`src/hdl/priority_task_scheduler_unit_defines.svh`:
```
// Assertion macros shared by the scheduler modules.
// Each macro expects clk and rst_n in scope.
`ifndef PRIORITY_TASK_SCHEDULER_UNIT_DEFINES_SVH
`define PRIORITY_TASK_SCHEDULER_UNIT_DEFINES_SVH

// Same-cycle implication.
`define PTS_ASSERT_NOW(label, ante, cons) \
    label: assert property (@(posedge clk) disable iff (!rst_n) (ante) |-> (cons)) \
        else $error("scheduler check failed");

// Next-cycle implication.
`define PTS_ASSERT_NEXT(label, ante, cons) \
    label: assert property (@(posedge clk) disable iff (!rst_n) (ante) |=> (cons)) \
        else $error("scheduler check failed");

`endif

```
`src/hdl/pts_pkg.sv`:
```
package pts_pkg;

    localparam int PTS_TASK_SLOTS = 16;

    // Operation codes
    localparam logic [2:0] OP_CREATE = 3'd0;
    localparam logic [2:0] OP_START  = 3'd1;
    localparam logic [2:0] OP_DELAY  = 3'd2;
    localparam logic [2:0] OP_TICK   = 3'd3;
    localparam logic [2:0] OP_YIELD  = 3'd4;

    // Task status codes
    localparam logic [1:0] ST_READY     = 2'd0;
    localparam logic [1:0] ST_RUNNING   = 2'd1;
    localparam logic [1:0] ST_BLOCKED   = 2'd2;
    localparam logic [1:0] ST_SUSPENDED = 2'd3;

    typedef enum logic [2:0] {
        S_IDLE,
        S_EXEC,
        S_PREV_RD,
        S_PREV_CHK,
        S_SCAN,
        S_PICK,
        S_DONE
    } state_t;

    // Controller to datapath
    typedef struct packed {
        logic load;
        logic exec;
        logic prev_rd;
        logic prev_chk;
        logic scan;
        logic pick;
    } cmd_t;

    // Datapath to controller
    typedef struct packed {
        logic sched;      // operation needs a scheduling pass
        logic scan_more;  // scan reads still to issue
    } sts_t;

endpackage

```
`src/hdl/pts_ctrl.sv`:
```
`include "priority_task_scheduler_unit_defines.svh"

module pts_ctrl
    import pts_pkg::*;
(
    input  logic clk,
    input  logic rst_n,
    input  logic in_valid,
    output logic in_stall,
    output logic out_valid,
    input  logic out_stall,
    output cmd_t cmd,
    input  sts_t sts
);

    state_t state_reg;
    state_t state_next;

    always_ff @(posedge clk or negedge rst_n)
    begin
        if (!rst_n)
        begin
            state_reg <= S_IDLE;
        end
        else
        begin
            state_reg <= state_next;
        end
    end

    always_comb
    begin
        state_next = state_reg;
        unique case (state_reg)
            S_IDLE:
            begin
                if (in_valid)
                begin
                    state_next = S_EXEC;
                end
            end
            S_EXEC:
            begin
                state_next = sts.sched ? S_PREV_RD : S_DONE;
            end
            S_PREV_RD:
            begin
                state_next = S_PREV_CHK;
            end
            S_PREV_CHK:
            begin
                state_next = S_SCAN;
            end
            S_SCAN:
            begin
                if (!sts.scan_more)
                begin
                    state_next = S_PICK;
                end
            end
            S_PICK:
            begin
                state_next = S_DONE;
            end
            S_DONE:
            begin
                if (!out_stall)
                begin
                    state_next = S_IDLE;
                end
            end
            default:
            begin
                state_next = S_IDLE;
            end
        endcase
    end

    always_comb
    begin
        cmd          = '0;
        in_stall     = 1'b1;
        out_valid    = 1'b0;
        unique case (state_reg)
            S_IDLE:
            begin
                in_stall = 1'b0;
                cmd.load = in_valid;
            end
            S_EXEC:     cmd.exec     = 1'b1;
            S_PREV_RD:  cmd.prev_rd  = 1'b1;
            S_PREV_CHK: cmd.prev_chk = 1'b1;
            S_SCAN:     cmd.scan     = 1'b1;
            S_PICK:     cmd.pick     = 1'b1;
            S_DONE:     out_valid    = 1'b1;
            default:    in_stall     = 1'b1;
        endcase
    end

    `PTS_ASSERT_NEXT(a_accept_exec, in_valid && !in_stall, state_reg == S_EXEC)
    `PTS_ASSERT_NEXT(a_scan_end, state_reg == S_SCAN && !sts.scan_more, state_reg == S_PICK)
    `PTS_ASSERT_NEXT(a_pick_done, state_reg == S_PICK, out_valid)

endmodule

```
`src/hdl/pts_datapath.sv`:
```
`include "priority_task_scheduler_unit_defines.svh"

module pts_datapath
    import pts_pkg::*;
#(
    parameter int TASK_SLOTS = PTS_TASK_SLOTS
)
(
    input  logic        clk,
    input  logic        rst_n,
    input  cmd_t        cmd,
    output sts_t        sts,
    input  logic [2:0]  operation,
    input  logic [7:0]  priority_req,
    input  logic [31:0] delay_ticks,
    output logic [3:0]  running_task,
    output logic        switch_request,
    output logic [3:0]  created_id,
    output logic        error
);

    localparam int IDX_W = $clog2(TASK_SLOTS);
    localparam int CNT_W = $clog2(TASK_SLOTS + 1);

    // Task table: one word per field, single write port, registered read
    logic [7:0]  prio_mem [TASK_SLOTS];
    logic [1:0]  stat_mem [TASK_SLOTS];
    logic [31:0] wake_mem [TASK_SLOTS];

    logic [7:0]  rd_prio_reg;
    logic [1:0]  rd_stat_reg;
    logic [31:0] rd_wake_reg;

    logic [IDX_W-1:0] rd_addr;
    logic [IDX_W-1:0] wr_addr;
    logic             we_prio;
    logic             we_stat;
    logic             we_wake;
    logic [7:0]       wr_prio;
    logic [1:0]       wr_stat;
    logic [31:0]      wr_wake;

    // Request latched at accept
    logic [2:0]  op_reg;
    logic [7:0]  prio_reg;
    logic [31:0] dly_reg;

    // Scheduler state
    logic [CNT_W-1:0] total_reg,     total_next;
    logic [IDX_W-1:0] run_idx_reg,   run_idx_next;
    logic             run_vld_reg,   run_vld_next;
    logic [IDX_W-1:0] idle_idx_reg,  idle_idx_next;
    logic [31:0]      tick_reg,      tick_next;

    // Scan state
    logic [IDX_W-1:0] scan_idx_reg,  scan_idx_next;
    logic [CNT_W-1:0] rem_reg,       rem_next;
    logic             eval_vld_reg,  eval_vld_next;
    logic [IDX_W-1:0] eval_idx_reg,  eval_idx_next;
    logic             found_reg,     found_next;
    logic [7:0]       best_prio_reg, best_prio_next;
    logic [IDX_W-1:0] best_idx_reg,  best_idx_next;
    logic             prev_rdy_reg,  prev_rdy_next;

    // Result registers
    logic [IDX_W-1:0] cid_reg, cid_next;
    logic             sw_reg,  sw_next;
    logic             err_reg, err_next;

    logic             full;
    logic             prev_in_table;
    logic [CNT_W-1:0] prev_inc;
    logic [CNT_W-1:0] scan_inc;
    logic             eligible;
    logic [IDX_W+3:0] run_wide;
    logic [IDX_W+3:0] cid_wide;

    assign full          = (total_reg == CNT_W'(TASK_SLOTS));
    assign prev_in_table = (CNT_W'(run_idx_reg) < total_reg);
    assign prev_inc      = CNT_W'(run_idx_reg) + CNT_W'(1);
    assign scan_inc      = CNT_W'(scan_idx_reg) + CNT_W'(1);

    assign eligible = (rd_stat_reg == ST_BLOCKED) ? (rd_wake_reg <= tick_reg)
                                                  : (rd_stat_reg != ST_SUSPENDED);

    assign rd_addr = cmd.prev_rd ? run_idx_reg : scan_idx_reg;

    always_comb
    begin
        sts.sched = 1'b0;
        case (op_reg) inside
            OP_START:                     sts.sched = 1'b1;
            OP_DELAY, OP_TICK, OP_YIELD:  sts.sched = (total_reg != '0);
            default:                      sts.sched = 1'b0;
        endcase
        sts.scan_more = (rem_reg != '0);
    end

    always_comb
    begin
        total_next     = total_reg;
        run_idx_next   = run_idx_reg;
        run_vld_next   = run_vld_reg;
        idle_idx_next  = idle_idx_reg;
        tick_next      = tick_reg;
        scan_idx_next  = scan_idx_reg;
        rem_next       = rem_reg;
        eval_vld_next  = 1'b0;
        eval_idx_next  = eval_idx_reg;
        found_next     = found_reg;
        best_prio_next = best_prio_reg;
        best_idx_next  = best_idx_reg;
        prev_rdy_next  = prev_rdy_reg;
        cid_next       = cid_reg;
        sw_next        = sw_reg;
        err_next       = err_reg;

        we_prio = 1'b0;
        we_stat = 1'b0;
        we_wake = 1'b0;
        wr_addr = total_reg[IDX_W-1:0];
        wr_prio = prio_reg;
        wr_stat = ST_READY;
        wr_wake = '0;

        if (cmd.exec)
        begin
            cid_next = '0;
            sw_next  = 1'b0;
            err_next = 1'b0;
            case (op_reg) inside
                OP_CREATE, OP_START:
                begin
                    if (full)
                    begin
                        err_next = 1'b1;
                    end
                    else
                    begin
                        we_prio    = 1'b1;
                        we_stat    = 1'b1;
                        we_wake    = 1'b1;
                        cid_next   = total_reg[IDX_W-1:0];
                        total_next = total_reg + CNT_W'(1);
                        if (op_reg == OP_START)
                        begin
                            wr_prio       = '0;
                            wr_stat       = ST_SUSPENDED;
                            idle_idx_next = total_reg[IDX_W-1:0];
                        end
                    end
                end
                OP_DELAY, OP_TICK, OP_YIELD:
                begin
                    if (op_reg == OP_TICK)
                    begin
                        tick_next = tick_reg + 32'd1;
                    end
                    if (total_reg == '0)
                    begin
                        err_next = 1'b1;
                    end
                    else if (op_reg == OP_DELAY && run_vld_reg && prev_in_table)
                    begin
                        // block the running task until its wake time
                        we_stat = 1'b1;
                        we_wake = 1'b1;
                        wr_addr = run_idx_reg;
                        wr_stat = ST_BLOCKED;
                        wr_wake = tick_reg + dly_reg;
                    end
                end
                default:
                begin
                    err_next = 1'b0;
                end
            endcase
        end

        if (cmd.prev_chk)
        begin
            // running task goes back to ready before the scan
            if (run_vld_reg && prev_in_table && rd_stat_reg == ST_RUNNING)
            begin
                we_stat = 1'b1;
                wr_addr = run_idx_reg;
                wr_stat = ST_READY;
            end
            prev_rdy_next = run_vld_reg && prev_in_table
                            && (rd_stat_reg == ST_RUNNING || rd_stat_reg == ST_READY);
            found_next = 1'b0;
            if (run_vld_reg)
            begin
                scan_idx_next = (prev_inc == total_reg) ? '0 : prev_inc[IDX_W-1:0];
                rem_next      = total_reg - CNT_W'(1);
            end
            else
            begin
                scan_idx_next = '0;
                rem_next      = total_reg;
            end
        end

        if (cmd.scan)
        begin
            if (rem_reg != '0)
            begin
                eval_vld_next = 1'b1;
                eval_idx_next = scan_idx_reg;
                rem_next      = rem_reg - CNT_W'(1);
                scan_idx_next = (scan_inc == total_reg) ? '0 : scan_inc[IDX_W-1:0];
            end
            // strict greater keeps the first one found on a tie
            if (eval_vld_reg && eligible && (!found_reg || rd_prio_reg > best_prio_reg))
            begin
                found_next     = 1'b1;
                best_prio_next = rd_prio_reg;
                best_idx_next  = eval_idx_reg;
            end
        end

        if (cmd.pick)
        begin
            if (found_reg)
            begin
                run_idx_next = best_idx_reg;
                we_stat      = 1'b1;
                wr_addr      = best_idx_reg;
                wr_stat      = ST_RUNNING;
            end
            else if (prev_rdy_reg)
            begin
                run_idx_next = run_idx_reg;
                we_stat      = 1'b1;
                wr_addr      = run_idx_reg;
                wr_stat      = ST_RUNNING;
            end
            else
            begin
                run_idx_next = idle_idx_reg;
            end
            run_vld_next = 1'b1;
            sw_next      = 1'b0;
            if (found_reg)
            begin
                sw_next = run_vld_reg && (best_idx_reg != run_idx_reg);
            end
            else if (!prev_rdy_reg)
            begin
                sw_next = run_vld_reg && (idle_idx_reg != run_idx_reg);
            end
        end
    end

    always_ff @(posedge clk)
    begin
        if (we_prio)
        begin
            prio_mem[wr_addr] <= wr_prio;
        end
        if (we_stat)
        begin
            stat_mem[wr_addr] <= wr_stat;
        end
        if (we_wake)
        begin
            wake_mem[wr_addr] <= wr_wake;
        end
        rd_prio_reg <= prio_mem[rd_addr];
        rd_stat_reg <= stat_mem[rd_addr];
        rd_wake_reg <= wake_mem[rd_addr];
    end

    always_ff @(posedge clk)
    begin
        if (cmd.load)
        begin
            op_reg   <= operation;
            prio_reg <= priority_req;
            dly_reg  <= delay_ticks;
        end
        eval_idx_reg  <= eval_idx_next;
        best_prio_reg <= best_prio_next;
        best_idx_reg  <= best_idx_next;
        cid_reg       <= cid_next;
        sw_reg        <= sw_next;
        err_reg       <= err_next;
    end

    always_ff @(posedge clk or negedge rst_n)
    begin
        if (!rst_n)
        begin
            total_reg    <= '0;
            run_idx_reg  <= '0;
            run_vld_reg  <= 1'b0;
            idle_idx_reg <= '0;
            tick_reg     <= '0;
            scan_idx_reg <= '0;
            rem_reg      <= '0;
            eval_vld_reg <= 1'b0;
            found_reg    <= 1'b0;
            prev_rdy_reg <= 1'b0;
        end
        else
        begin
            total_reg    <= total_next;
            run_idx_reg  <= run_idx_next;
            run_vld_reg  <= run_vld_next;
            idle_idx_reg <= idle_idx_next;
            tick_reg     <= tick_next;
            scan_idx_reg <= scan_idx_next;
            rem_reg      <= rem_next;
            eval_vld_reg <= eval_vld_next;
            found_reg    <= found_next;
            prev_rdy_reg <= prev_rdy_next;
        end
    end

    assign run_wide       = {4'b0000, run_idx_reg};
    assign cid_wide       = {4'b0000, cid_reg};
    assign running_task   = run_wide[3:0];
    assign created_id     = cid_wide[3:0];
    assign switch_request = sw_reg;
    assign error          = err_reg;

    `PTS_ASSERT_NOW(a_total_bound, 1'b1, total_reg <= CNT_W'(TASK_SLOTS))
    `PTS_ASSERT_NOW(a_run_in_table, run_vld_reg, CNT_W'(run_idx_reg) < total_reg)
    `PTS_ASSERT_NOW(a_scan_count, cmd.scan, rem_reg < total_reg || rem_reg == '0 || !run_vld_reg)

endmodule

```
`src/hdl/priority_task_scheduler_unit.sv`:
```
// Flow: create and unknown requests skip the scan; start always runs a scheduling pass,
//   and delay, tick and yield run one only when at least one task exists.
// Throughput: one request at a time; the next is taken the cycle after the result leaves.
//   The scan reads one table slot per cycle.
// Reset (rst_n, async, active low): no tasks, time zero, no task running; table contents
//   are left as they are and only entries below the task count are ever read.

`include "priority_task_scheduler_unit_defines.svh"

module priority_task_scheduler_unit
    import pts_pkg::*;
#(
    parameter int TASK_SLOTS = PTS_TASK_SLOTS
)
(
    input  logic        clk,
    input  logic        rst_n,

    // request channel
    input  logic        in_valid,
    output logic        in_stall,
    input  logic [2:0]  operation,
    input  logic [7:0]  priority_req,
    input  logic [31:0] delay_ticks,

    // result channel
    output logic        out_valid,
    input  logic        out_stall,
    output logic [3:0]  running_task,
    output logic        switch_request,
    output logic [3:0]  created_id,
    output logic        error
);

    // The controller walks each scheduling request through: execute (table update, tick),
    // read back the running task's status, circular scan with one slot read
    // per cycle, pick the winner, then hold the result until taken.
    cmd_t cmd;
    sts_t sts;

    pts_ctrl u_ctrl (
        .clk       (clk),
        .rst_n     (rst_n),
        .in_valid  (in_valid),
        .in_stall  (in_stall),
        .out_valid (out_valid),
        .out_stall (out_stall),
        .cmd       (cmd),
        .sts       (sts)
    );

    // Task table, tick counter, scan pipeline and result registers.
    pts_datapath #(
        .TASK_SLOTS (TASK_SLOTS)
    ) u_datapath (
        .clk            (clk),
        .rst_n          (rst_n),
        .cmd            (cmd),
        .sts            (sts),
        .operation      (operation),
        .priority_req   (priority_req),
        .delay_ticks    (delay_ticks),
        .running_task   (running_task),
        .switch_request (switch_request),
        .created_id     (created_id),
        .error          (error)
    );

endmodule
```
`config.mk`:
```
export PLATFORM = sky130hd
export DESIGN_NAME = priority_task_scheduler_unit
export DESIGN_NICKNAME = d
export VERILOG_FILES = /design/src/hdl/pts_pkg.sv /design/src/hdl/pts_ctrl.sv /design/src/hdl/pts_datapath.sv /design/src/hdl/priority_task_scheduler_unit.sv
export VERILOG_INCLUDE_DIRS = /design/src /design/src/hdl
export SDC_FILE = /design/constraint.sdc
export NUM_CORES = 1
export LEC_CHECK = 0
export ABC_AREA = 1
export BUFFER_PORTS_ARGS = -buffer_cell sky130_fd_sc_hd__buf_2
export CAP_MARGIN = 40
export CORE_ASPECT_RATIO = 1.75
export CORE_MARGIN = 3
export CORE_UTILIZATION = 55
export DETAILED_ROUTE_END_ITERATION = 7
export PLACE_DENSITY = 0.86
export SLEW_MARGIN = 20
export SYNTH_ARGS = -nofsm -noshare
export SYNTH_HDL_FRONTEND = slang
export SYNTH_SLANG_ARGS = --single-unit
```
`constraint.sdc`:
```
create_clock -name clk -period 3.6 [get_ports clk]
set_input_delay 0.36 -clock clk [delete_from_list [all_inputs] [get_ports clk]]
set_output_delay 0.36 -clock clk [all_outputs]
set_load 0.01 [all_outputs]
```
==> flow_summary.toml, run 1 <==
[placed_design]
place_congestion = 0.9542
place_ws_ns = 0.2470
dp_hpwl_um = 63630
port_buffers = 58
placed_cell_area_mm2 = 0.03812

[clocking]
clock_latency_ns = 0.63
hold_buffers = 44
cts_made_buffers = 72
clkSinkCount = 840
cts_tree = "yes"
clkTransAtPathRegs_ns = 0.07
post_cts_buffers = 0
cts_root_buffer = "clkbuf_16"
cts_resized = 0
htreeDepth = 3
cts_buffer_depth = 3

[drt]
dr.pass1.iters = 8
drtIter0Drc = 3596
antenna_left = 0
routed_wl_um = 101300
vias = 26440
wl_per_cell_um = 24.96
drc = 0
vias_per_cell = 6.515

[flow_run]
maxCapViolCount = 0

[sta]
slew_viol_final = 0
finalSetupTns_ns = 0
relSlewSlack_pct = 36.53
hold_ws_ns = 0.03793
tightest_slew_ns = 0.9521
max_freq_mhz = 302.3
period_share_pct = 91.90
period_minus_slack_ns = 3.308
final_hold_viol_count = 0
rsz0062_at_grt = "no"
finClkSkew_ns = 0.02187
finalSetupViolCount = 0
fin_ws_ns = 0.2918

[cells_and_area]
final_area_mm2 = 0.04102
reg_top3 = "u_datapath.wake_mem: 512 flops, u_datapath.prio_mem: 128 flops"
largest_register_ffs = 512
largest-register = "u_datapath.wake_mem"
synthToLayoutAreaGrowth_pct = 14.27
drive_gt1_share_pct = 11.62
nNetsFinal = 3315
final_common_cell = "edfxtp_1"
layout_common_cells = "edfxtp_1 (737), nor2_1 (491), o21ai_0 (378)"

[setup_path]
endpoint_kind = "register"
critPathArrivalTime_ns = 3.78
critPathLaunchType = "register"
cp_max_fo = 71
crit_type = "register to register"
worst_ep_required_time_ns = 4.07

[global_route]
grt_pass1_wl_um = 151300
grt_remaining_overflow = 0
antenna_found_initial = 2
grt_pass1_vias = 26230
grt_max_degree = 114
grt_usage_pct = 29.24

[logic_synthesis]
synthFlopType = "edfxtp_1"
syn_nets = 3150
syn_avg_cell_area_um2 = 11.88
synth_edf_count = 737
synth_area_leader_cell = "edfxtp_1"
syn_inst = 3021
synth_cell_types = 53
syn_area_mm2 = 0.03589
ys_ff_latch = 840
yosysSeqAreaShare_pct = 68.25
yosys_warnings = 0
ys_top_cells_by_area = "edfxtp_1 (62%), nor2_1 (5.3%), o21ai_0 (5.3%)"
synthArstFlopShare_pct = 7.262
yosysTopAreaCellShare_pct = 61.66

[power]
powerDensity_mw_per_mm2 = 800.7
leakage_nw = 15.25
finalPower_mw = 32.84
vdd_drop_max_mv = 0.5082

[die]
dieArea_mm2 = 0.06848
fp.dieH_um = 343.9
die_w_um = 199.1
num_rows = 123
ios = 59
start_util_pct = 55.66
core_area_mm2 = 0.06448

[hold_path]
worstHoldPathType = "input port to register"

[run_status]
status = "finished clean"
worst paths after layout:
check,startpoint,endpoint,slack (ns),cells past startpoint
max in group asynchronous,rst_n,u_datapath.tick_reg[8]$_DFFE_PN0P_,2.34,3
hold / removal,delay_ticks[6],u_datapath.dly_reg[6]$_DFFE_PP_,0.04,1
setup reg to reg,u_ctrl.state_reg[0]$_DFFE_PN0P_,u_datapath.rd_wake_reg[20]$_DFF_P_,0.29,9
setup / recovery,u_ctrl.state_reg[0]$_DFFE_PN0P_,u_datapath.rd_wake_reg[20]$_DFF_P_,0.29,9
min in group asynchronous,rst_n,u_datapath.idle_idx_reg[3]$_DFFE_PN0P_,0.27,2
hold reg to reg,u_datapath.eval_idx_reg[3]$_DFFE_PP_,u_datapath.best_idx_reg[3]$_DFFE_PP_,0.42,0
synth_stat cells, types with 41 or more instances:
| library cell | count |
|---|---|
| a21oi_1 | 83 |
| buf_2 | 45 |
| clkbuf_1 | 91 |
| dfrtp_1 | 61 |
| dfxtp_1 | 42 |
| edfxtp_1 | 737 |
| ha_1 | 81 |
| inv_1 | 163 |
| nand2_1 | 278 |
| nand3_1 | 104 |
| nor2_1 | 508 |
| o211ai_1 | 44 |
| o21ai_0 | 378 |
| o221ai_1 | 131 |
| o22ai_1 | 41 |
| xor2_1 | 46 |
report_power, final:
group / leakage, nW / total, mW / internal, mW / switching (mW)
logic: 5.67 / 13.1 / 3.78 / 9.28
registers: 8.37 / 11.7 / 11.3 / 0.417
clock network: 1.21 / 8.05 / 4.51 / 3.55
total: 15.3 / 32.8 / 19.6 / 13.2
area by class of cell:
| type | count | area [µm²] |
|---|---|---|
| Fill cell | 4302 | 23470 |
| Inverter | 177 | 676.9 |
| Tap cell | 812 | 1016 |
| Antenna cell | 1 | 2.502 |
| Clock inverter | 38 | 440.4 |
| Clock buffer | 95 | 2011 |
| Timing Repair Buffer | 242 | 2145 |
| Sequential cell | 840 | 24500 |
| Multi-Input combinational cell | 1853 | 10230 |
kinds of logic after synthesis:
family	Yosys count	share of synthesized area, %
AND/OR/NAND/NOR	973	11.30
flip-flops	840	68.25
AO/OA/AOI/OAI	738	12.39
buffers and inverters	328	3.719
adder cells (fa/ha/maj)	82	2.879
XOR/XNOR	60	1.464
per-layer routing:
layer  track usage (%)  part of all wire, %  vias to the layer above
li1                  -                    -                    11320
met1             32.63                   32                    12540
met2             50.61                   51                     2088
met3             5.326                  9.9                      491
met4             19.97                  7.9                        2
met5                 0                0.023                        -
per-stage QoR:
stage                     utilization (%)  instances
after global placement              59.07       3876
after detailed placement            59.11       3879
final                               63.61       4058
after global routing                63.60       4057
after floorplan                         -       3021
after CTS                           63.59       4056
worst max-delay path, stage by stage (launching register included):
cell      delay [ns]
dfrtp_1         0.46
nor2_2          0.23
nand2_4         0.15
o21ai_4         0.69
inv_4           0.33
buf_12          0.30
o21ai_0         0.16
o22ai_1         0.11
o211ai_1        0.52
nand2_1         0.12
No activity file was read; power rests on OpenSTA's default activity.
==> inputs of run 2 (changes only) <==
--- a/config.mk
+++ b/config.mk
@@ -11,9 +11,10 @@
 export CAP_MARGIN = 40
 export CORE_ASPECT_RATIO = 1.75
 export CORE_MARGIN = 3
-export CORE_UTILIZATION = 55
+export CORE_UTILIZATION = 50
 export DETAILED_ROUTE_END_ITERATION = 7
-export PLACE_DENSITY = 0.86
+export HOLD_SLACK_MARGIN = 0.02
+export PLACE_DENSITY = 0.8
 export SLEW_MARGIN = 20
 export SYNTH_ARGS = -nofsm -noshare
 export SYNTH_HDL_FRONTEND = slang
==> run 2 against run 1 <==
Against the previous run:
- critical path depth up 7
- via count fell by 4.6%
- setup slack worse by 0.021 ns
- die area rose by 9.8%
- fmax down 0.62%
- highest routed layer is now met4
==> flow_summary.toml, run 2 (synthesis gave the netlist of run 1 again) <==
[run_status]
status = "finished clean"

[sta]
relSlewSlack_pct = 52.90
tightest_slew_ns = 0.7065
slew_viol_final = 0
period_share_pct = 92.47
max_freq_mhz = 300.4
finalSetupViolCount = 0
rsz0062_at_grt = "no"
period_minus_slack_ns = 3.329
finalSetupTns_ns = 0
fin_ws_ns = 0.2713
finClkSkew_ns = 0.02016
final_hold_viol_count = 0

[cells_and_area]
num-fill-cells = 5372
largest_register_ffs = 512
synthToLayoutAreaGrowth_pct = 13.75
postLayoutCoreUtil_pct = 57.62
reg_top3 = "u_datapath.wake_mem: 512 flops, u_datapath.prio_mem: 128 flops"
layout_common_cells = "edfxtp_1 (737), nor2_1 (491), o21ai_0 (378)"
final_common_cell = "edfxtp_1"
final_area_mm2 = 0.04083
nNetsFinal = 3291
drive_gt1_share_pct = 10.69
largest-register = "u_datapath.wake_mem"

[power]
vdd_drop_max_mv = 0.6060
leakage_nw = 15.06
finalPower_mw = 32.02
powerDensity_mw_per_mm2 = 784.3

[clocking]
clkTransAtPathRegs_ns = 0.07
htreeDepth = 3
clkSinkCount = 840
cts_root_buffer = "clkbuf_16"
clock_latency_ns = 0.62
cts_made_buffers = 72
cts_buffer_depth = 3
post_cts_buffers = 0
cts_resized = 0
cts_tree = "yes"

[setup_path]
r2r_start = "u_datapath.total_reg[3]$_DFFE_PN0P_"
endpoint_kind = "register"
crit_top_cell = "nand2_1"
critPathLaunchType = "register"
worst_ep_required_time_ns = 3.87
r2r_cells = 16
critPathArrivalTime_ns = 3.60
crit_chain = "clkinv_1, ha_1, inv_1, nor2_1, nand2_1, nand2_1, nor2_4, nand3_2, nand2_2, nand2_1, nand2_1, nand2_1, a21oi_2, nand2_1, nor2_4, buf_4"
r2r_setup_slack_ns = 0.27
crit_type = "register to register"
cp_max_fo = 21
rr_endpoint = "u_datapath.wake_mem[7][16]$_DFFE_PP_"
crit_path_top_delay_cell = "dfrtp_1"
crit_path_max_incr_delay_ns = 0.50

[placed_design]
dp_hpwl_um = 63090
port_buffers = 58
place_congestion = 0.9815
placed_cell_area_mm2 = 0.03800
place_ws_ns = 0.3561

[die]
num_rows = 129
ios = 59
die_w_um = 208.5
core_area_mm2 = 0.07086
fp.dieH_um = 360.4
start_util_pct = 50.66
dieArea_mm2 = 0.07516

[hold_path]
worstHoldPathType = "input port to register"
min_to = "u_ctrl.state_reg[2]$_DFFE_PN0P_"
holdPathStages = 3
hp-start = "in_valid"

[global_route]
grt_remaining_overflow = 0
grt_pass1_vias = 25280
grt_usage_pct = 25.06
antenna_found_initial = 2
grt_pass1_wl_um = 145500
grt_max_degree = 110

[drt]
antenna_left = 0
dr.pass1.iters = 6
drc = 0
drtIter0Drc = 2942
routed_wl_um = 96450
vias_per_cell = 6.102
wl_per_cell_um = 23.32
vias = 25230

[flow_run]
maxCapViolCount = 0
## run 2: changes by cell type in the layout (fill, tap and decap cells not counted), moves of 3 or more
cell        before  now
clkbuf_8         8    0
buf_12          29   21
clkinv_1         7   15
clkinvlp_4       1    4
buf_4          111   91
clkbuf_1        13    9
clkinv_2        11    8
## run 2: timing repair
action                                  4_1_cts  5_1_grt
endpoints found under the hold margin        72        0
hold buffers                                 45        0
endpoints found under the setup margin        0        0
## run 2: metrics by stage
| stage | std cells | hold WS (ns) |
|---|---|---|
| 2_1_floorplan | 3021 | 0.06441 |
| 3_3_place_gp | 3954 | 0.4004 |
| 3_5_place_dp | 3960 | 0.4045 |
| 4_1_cts | 4134 | 0.1670 |
| 5_1_grt | 4134 | 0.2246 |
| 6_report | 4135 | 0.1941 |
## run 2: where the power goes
group / internal (mW) / switching, mW / total (mW)
clock: 4.35 / 3.52 / 7.87
sequential: 11.3 / 0.459 / 11.8
combinational: 3.68 / 8.70 / 12.4
total: 19.3 / 12.7 / 32.0
## run 2: worst max path at each step
stage / from / endpoint / slack, ns / depth (start not counted)
finish: u_datapath.total_reg[3]$_DFFE_PN0P_ / u_datapath.wake_mem[7][16]$_DFFE_PP_ / 0.27 / 16
global route: u_datapath.total_reg[1]$_DFFE_PN0P_ / u_datapath.wake_mem[4][17]$_DFFE_PP_ / 0.07 / 15
CTS: u_datapath.total_reg[3]$_DFFE_PN0P_ / u_datapath.wake_mem[7][18]$_DFFE_PP_ / 0.34 / 16
detailed placement: u_datapath.total_reg[3]$_DFFE_PN0P_ / u_datapath.wake_mem[7][15]$_DFFE_PP_ / 0.36 / 16
global placement: u_datapath.total_reg[3]$_DFFE_PN0P_ / u_datapath.wake_mem[7][13]$_DFFE_PP_ / 0.41 / 16
floorplan: u_datapath.total_reg[3]$_DFFE_PN0P_ / u_datapath.wake_mem[14][0]$_DFFE_PP_ / 0.21 / 17
## run 2: layout make-up
cell class / count / area [µm²] / area share [%]
repair buffers: 218 / 1904 / 4.664
well taps: 917 / 1147 / 2.810
flip-flops and latches: 840 / 24500 / 60.01
diodes: 1 / 2.502 / 0.006129
inverters: 177 / 676.9 / 1.658
clock buffers: 82 / 1861 / 4.557
multi-input cells: 1853 / 10230 / 25.05
clock inverters: 47 / 509.2 / 1.247
## run 2: worst max-delay path: cells and delay by family (launching register included)
kind | cells | cell delay [ns]
AOI/OAI and AO/OA | 1 | 0.28
adders and majority gates | 1 | 0.30
buffers and inverters | 3 | 0.56
DFF | 1 | 0.50
and+or+nand+nor | 11 | 1.28
## run 2: per-layer routing
| layer | GRT usage [%] | up-vias | part of all wire (%) |
|---|---|---|---|
| li1 | - | 11270 | - |
| met1 | 28.58 | 12150 | 34 |
| met2 | 44.46 | 1467 | 51 |
| met3 | 3.444 | 342 | 8.0 |
| met4 | 15.51 | 0 | 6.7 |
| met5 | 0 | - | 0 |
